**src/rtl/i2da_pkg.sv**
```systemverilog
`timescale 1ns / 1ps

package i2da_pkg;

    localparam int VALUE_W    = 32;
    localparam int CHAR_W     = 8;
    localparam int BCD_DIGITS = 10;
    localparam int BCD_W      = 4 * BCD_DIGITS;
    localparam int STEPS      = VALUE_W;
    localparam int STEP_CNT_W = $clog2(STEPS);
    localparam int DIG_IDX_W  = $clog2(BCD_DIGITS);

    localparam logic [CHAR_W-1:0] CH_ZERO  = 8'h30;
    localparam logic [CHAR_W-1:0] CH_MINUS = 8'h2D;
    localparam logic [3:0]        DIG_MAX  = 4'd9;

    // Sequencer states, one-hot
    typedef enum logic [4:0] {
        ST_IDLE = 5'b00001,
        ST_CONV = 5'b00010,
        ST_LEAD = 5'b00100,
        ST_SIGN = 5'b01000,
        ST_EMIT = 5'b10000
    } i2da_state_t;

    // Add three to every BCD digit that is five or more, ahead of the shift
    function automatic logic [BCD_W-1:0] bcd_adjust(input logic [BCD_W-1:0] bcd);
        logic [BCD_W-1:0] res;
        logic [3:0]       dig;
        res = bcd;
        for (int i = 0; i < BCD_DIGITS; i++)
        begin
            dig = bcd[4*i +: 4];
            if (dig >= 4'd5)
            begin
                res[4*i +: 4] = dig + 4'd3;
            end
        end
        return res;
    endfunction

endpackage

```
**src/rtl/int_to_decimal_ascii_core.sv**
```systemverilog
`timescale 1ns / 1ps

// Signed 32-bit integer to decimal ASCII text.
//
// Input channel: value with in_valid / in_ready. One word is one signed
// two's-complement integer. in_ready is high only while the block is idle.
// Output channel: out_char and last with out_valid / out_ready. One word is
// one character, most significant first: '-' for a negative value, then the
// digits with no leading zeros. last marks the final digit of each number.
// Conversion: 32 steps of shift-and-add-three in the BCD unit, then the
// leading digit is located, then the characters (1 to 11) go out one at a
// time. The next number is taken as soon as its last character sits in the
// output register.
// When the receiver stalls, the output register holds its word and the
// sequencer waits. Reset returns the block to idle with no word pending.
module int_to_decimal_ascii_core (
    input  logic                           clk,
    input  logic                           rst_n,
    input  logic                           in_valid,
    output logic                           in_ready,
    input  logic signed [i2da_pkg::VALUE_W-1:0] value,
    output logic                           out_valid,
    input  logic                           out_ready,
    output logic [i2da_pkg::CHAR_W-1:0]    out_char,
    output logic                           last
);
    import i2da_pkg::*;

    i2da_state_t             state_reg, state_next;
    logic [VALUE_W-1:0]      mag_reg, mag_next;
    logic                    neg_reg, neg_next;
    logic [BCD_W-1:0]        bcd_reg, bcd_next;
    logic [STEP_CNT_W-1:0]   cnt_reg, cnt_next;
    logic [DIG_IDX_W-1:0]    idx_reg, idx_next;
    logic                    out_valid_reg, out_valid_next;
    logic [CHAR_W-1:0]       out_char_reg, out_char_next;
    logic                    last_reg, last_next;

    logic                    in_take;
    logic                    out_free;
    logic [DIG_IDX_W-1:0]    lead_idx;
    logic [3:0]              cur_dig;
    logic [VALUE_W-1:0]      value_u;
    logic [BCD_W-1:0]        bcd_adj;

    assign value_u  = VALUE_W'(value);
    assign in_ready = (state_reg == ST_IDLE);
    assign in_take  = in_valid && in_ready;
    assign out_free = !out_valid_reg || out_ready;

    // Adjust the BCD digits ahead of the next shift
    assign bcd_adj = bcd_adjust(bcd_reg);

    // Locate the most significant nonzero digit
    always_comb
    begin
        lead_idx = '0;
        for (int i = 0; i < BCD_DIGITS; i++)
        begin
            if (bcd_reg[4*i +: 4] != 4'd0)
            begin
                lead_idx = DIG_IDX_W'(i);
            end
        end
    end

    // Select the digit under the emit pointer
    assign cur_dig = bcd_reg[{idx_reg, 2'b00} +: 4];

    // Sequencer and datapath
    always_comb
    begin
        state_next     = state_reg;
        mag_next       = mag_reg;
        neg_next       = neg_reg;
        bcd_next       = bcd_reg;
        cnt_next       = cnt_reg;
        idx_next       = idx_reg;
        out_valid_next = out_valid_reg;
        out_char_next  = out_char_reg;
        last_next      = last_reg;

        // drop the output word once taken
        if (out_valid_reg && out_ready)
        begin
            out_valid_next = 1'b0;
        end

        case (state_reg)
            ST_IDLE:
            begin
                if (in_take)
                begin
                    neg_next   = value_u[VALUE_W-1];
                    mag_next   = value_u[VALUE_W-1] ? (VALUE_W'(0) - value_u) : value_u;
                    bcd_next   = '0;
                    cnt_next   = '0;
                    state_next = ST_CONV;
                end
            end
            ST_CONV:
            begin
                // one double-dabble step: adjust, then shift in the next bit
                bcd_next = {bcd_adj[BCD_W-2:0], mag_reg[VALUE_W-1]};
                mag_next = {mag_reg[VALUE_W-2:0], 1'b0};
                cnt_next = cnt_reg + 1'b1;
                if (cnt_reg == STEP_CNT_W'(STEPS - 1))
                begin
                    state_next = ST_LEAD;
                end
            end
            ST_LEAD:
            begin
                idx_next   = lead_idx;
                state_next = neg_reg ? ST_SIGN : ST_EMIT;
            end
            ST_SIGN:
            begin
                if (out_free)
                begin
                    out_valid_next = 1'b1;
                    out_char_next  = CH_MINUS;
                    last_next      = 1'b0;
                    state_next     = ST_EMIT;
                end
            end
            ST_EMIT:
            begin
                if (out_free)
                begin
                    out_valid_next = 1'b1;
                    out_char_next  = CH_ZERO + CHAR_W'(cur_dig);
                    last_next      = (idx_reg == '0);
                    if (idx_reg == '0)
                    begin
                        state_next = ST_IDLE;
                    end
                    else
                    begin
                        idx_next = idx_reg - 1'b1;
                    end
                end
            end
            default:
            begin
                state_next = ST_IDLE;
            end
        endcase
    end

    // Hold control state
    always_ff @(posedge clk or negedge rst_n)
    begin
        if (!rst_n)
        begin
            state_reg     <= ST_IDLE;
            out_valid_reg <= 1'b0;
        end
        else
        begin
            state_reg     <= state_next;
            out_valid_reg <= out_valid_next;
        end
    end

    // Hold payload
    always_ff @(posedge clk)
    begin
        mag_reg      <= mag_next;
        neg_reg      <= neg_next;
        bcd_reg      <= bcd_next;
        cnt_reg      <= cnt_next;
        idx_reg      <= idx_next;
        out_char_reg <= out_char_next;
        last_reg     <= last_next;
    end

    assign out_valid = out_valid_reg;
    assign out_char  = out_char_reg;
    assign last      = last_reg;

endmodule

```
**config.mk**
```make
export PLATFORM = sky130hd
export DESIGN_NAME = int_to_decimal_ascii_core
export DESIGN_NICKNAME = d
export VERILOG_FILES = /design/src/rtl/i2da_pkg.sv /design/src/rtl/int_to_decimal_ascii_core.sv
export SDC_FILE = /design/constraint.sdc
export NUM_CORES = 1
export LEC_CHECK = 0
export ABC_AREA = 1
export BUFFER_PORTS_ARGS = -buffer_cell sky130_fd_sc_hd__clkbuf_2
export CAP_MARGIN = 20
export CELL_PAD_IN_SITES_DETAIL_PLACEMENT = 2
export CELL_PAD_IN_SITES_GLOBAL_PLACEMENT = 2
export CORE_MARGIN = 8
export CORE_UTILIZATION = 39
export CTS_BUF_LIST = sky130_fd_sc_hd__clkbuf_8 sky130_fd_sc_hd__clkbuf_16
export DETAILED_ROUTE_END_ITERATION = 10
export MAX_ROUTING_LAYER = met4
export PLACE_DENSITY_LB_ADDON = 0.08
export SETUP_SLACK_MARGIN = 0.2
export SYNTH_ARGS = -nofsm -noshare
export SYNTH_HDL_FRONTEND = slang
export SYNTH_SLANG_ARGS = --single-unit
```
**constraint.sdc**
```tcl
create_clock -name clk -period 4.9 [get_ports clk]
set_clock_uncertainty 0.1 [all_clocks]
set_input_delay 0.245 -clock clk [delete_from_list [all_inputs] [get_ports clk]]
set_output_delay 0.245 -clock clk [all_outputs]
set_load 0.02 [all_outputs]
```
==> impl_results.md <==
- GP Congestion: 0.788
- Crit start category: flip-flop
- Crit end category: flip-flop
- CTS tree: done
- Pre-antenna DRT Iters: 4
- Required @ worst endpoint: 4.79 ns
- Synth top area share: 0.442
- Logic pwr share: 0.378
- Synth top cells by count: nand2_1, inv_1, edfxtp_1
- Initial cell density of the core: 0.397
- Final Hold Fails: 0
- Synth area leaders: edfxtp_1, nand2_1, o21ai_0, inv_1, ha_1
- Sequential power share: 0.431
- Largest net degree at the start of global routing: a little under 80
- Vias in the first global route: 5,883
- Switching share of power: 0.416
- Routed wire length: 17.9 mm
- CP startpoint: idx_reg[0]
- Power per cell area: roughly 550 nW/um2
- Synth Instances: between 700 and 800
- GRT Total Usage: 0.192
- Min-Delay Startpoint: value[0]
- Seq/Total Area, Yosys: 0.467
- Worst relative slew slack: 0.515
- Int Pwr: 2150 uW
- Final setup viols: 0
- Leakage: 0.00284 uW
- Clock power share: 0.191
- Max clock buf depth: 2
- Slew Limit Fails: 0
- Post-Layout Cell Count: 962
- Initial antenna violation count: 0
- Number of flip-flops in the largest register: 40
- ANT cells: 0
- Status: complete, no violations
- Period utilization: 0.542
- Core ar.: 15,100 um2
- CTS sink cnt: 94
- Worst-margin pin slew: 0.727 ns
- Num ports: 47
- WP data arrival: approximately 2.5 ns
- Peak Freq: 0.377 GHz
- Synth Warn #: 0
- Max-capacitance violation count: 0
- Number of synthesized flops with an enable pin: between 80 and 90
- Setup CP Type: reg -> reg
- Clk pin slew, worst setup/hold paths: 0.06 ns
- DIE HEIGHT: around 140 um
- Synth Flop Type: edfxtp_1
- Post-route setup slack: 2.25 ns
- CTS HTree Levels: 3
- Post-synth ARST share: 0.0638
- Gr ovfl total: 0
- Final min period: 2.65 ns
- Top cell type by total area after synthesis: edfxtp_1
- Most instantiated library cell after synthesis: nand2_1
- Clk_lat worst skew: 0.35 ns
- Fin Setup TNS: 0 ns
- RSZ-0062 raised after global routing: no
- First-pass GRT wire length: roughly 30 mm
- Initial drt markers: 192
- Class of the worst hold path: in -> reg
- Hold_buf cts: 2
- CTS Buf Count: 9
- Avg Vias per Cell: 5.40
- Switching power: between 1500 and 2000 uW
- Cell variety after synth: 40
- Crit Path Max Fanout: 25
- Syn Area/Cell: 8.16 um2
- Seq cells post-synth: 94
- Post-Place Worst Slack: 2.21 ns
- Die X: 140 um
- Post-route ant nets: 0
- Mapped Area: 5980 um2
- Synth-to-Final Area Change: 11.3%
- Nets: 829
- Setup bufs post-CTS: 0
- IO Port Bufs: between 40 and 50
- Layout cells sized above 1: 0.103
- CTS Root Cell: clkbuf_16
- Max VDD drop: 251 uV
- Row cnt: 45
- Drt wl/cell: 18.6 um
- Residual DRC count: 0
- FF-to-FF Start: idx_reg[0]
- Inst Count DP: 943
- CTS resizes: 0
- Vias after detailed routing: 5,198
- Die area: 19,600 um2
- Half-perimeter wire length after placement: roughly 13 mm
## critical path: stages (launching register included)
cell and delay, ns:
edfxtp_1 0.68, inv_1 0.46, ha_1 0.37, nand3_1 0.12, nand2_1 0.08, o21ai_0 0.47
## cell type report
cell class	instances	area (um2)
inverters	93	349
flip-flops and latches	94	2790
multi-input cells	523	2710
well taps	188	235
clock buffers	9	225
repair buffers	48	278
fillers	1709	8430
clock inverters	7	65.1
## cell usage in the layout, fill, tap and decap left out, drive strengths merged
cell,synthesis,routed
nand2,157,157
inv,92,92
edfxtp,88,88
nor2,80,80
o21ai,74,74
nand3,55,55
clkbuf,4,52
a21oi,51,51
ha,24,24
xor2,16,16
nor3,13,13
nand4,9,9
o22ai,9,9
nand3b,6,6
clkinv,1,6
a211oi,5,5
dfrtp,5,5
o211a,4,4
xnor2,3,3
nor4,3,3
o211ai,3,3
conb,2,3
buf,20,3
or2,3,3
a31oi,2,2
dlygate4sd3,0,2
and3,1,1
nor3b,1,1
o31ai,1,1
bufinv,0,1
clkinvlp,0,1
dfstp,1,1
## layer usage
metal  GRT usage  up-vias  share of wire
li1            -     2548              -
met3      0.0246       22          0.017
met5           -        -              0
met2       0.346       61           0.53
met1       0.215     2567           0.44
met4      0.0657        0          0.017
## power groups by stage
| stage | registers [uW] | clock network [uW] | logic, uW |
|---|---|---|---|
| 2_1_floorplan | 1540 | 0 | 969 |
| 3_3_place_gp | 1590 | 0 | 1230 |
| 3_5_place_dp | 1620 | 0 | 1370 |
| 4_1_cts | 1610 | 717 | 1380 |
| 5_1_grt | 1640 | 743 | 1580 |
| 6_report | 1590 | 703 | 1390 |
## per-stage QoR
stage / util / power (uW) / cell area (um2) / hold slack (ns)
2_1_floorplan: - / 2510 / 5990 / -0.151
3_3_place_gp: 0.419 / 2830 / 6320 / -0.0237
3_5_place_dp: 0.419 / 2990 / 6320 / -0.0169
4_1_cts: 0.440 / 3700 / 6630 / 0.143
5_1_grt: 0.441 / 3960 / 6660 / 0.188
6_report: 0.441 / 3680 / 6660 / 0.150
## worst paths after layout
| check | slack [ns] | cells past startpoint | to |
|---|---|---|---|
| min | 0.15 | 3 | mag_reg[0] |
| max | 2.25 | 5 | idx_reg[2] |
| max in group asynchronous | 4.26 | 2 | state_reg[0] |
| min reg2reg | 0.44 | 2 | mag_reg[30] |
| min in group asynchronous | 0.20 | 2 | out_valid |
| max reg2reg | 2.25 | 5 | idx_reg[2] |
## logic make-up (layout without fill, tap and decap cells)
logic type / after synthesis / count (layout) / share of synthesized area
AND/OR/NAND/NOR: 328 / 328 / 0.238
AO/OA/AOI/OAI: 149 / 149 / 0.134
buffers and inverters: 117 / 157 / 0.0817
flip-flops: 94 / 94 / 0.467
adder cells (fa/ha/maj): 24 / 24 / 0.0502
XOR/XNOR: 19 / 19 / 0.0278
other: 2 / 3 / 0.00125
(Power assumes the default switching activity.)
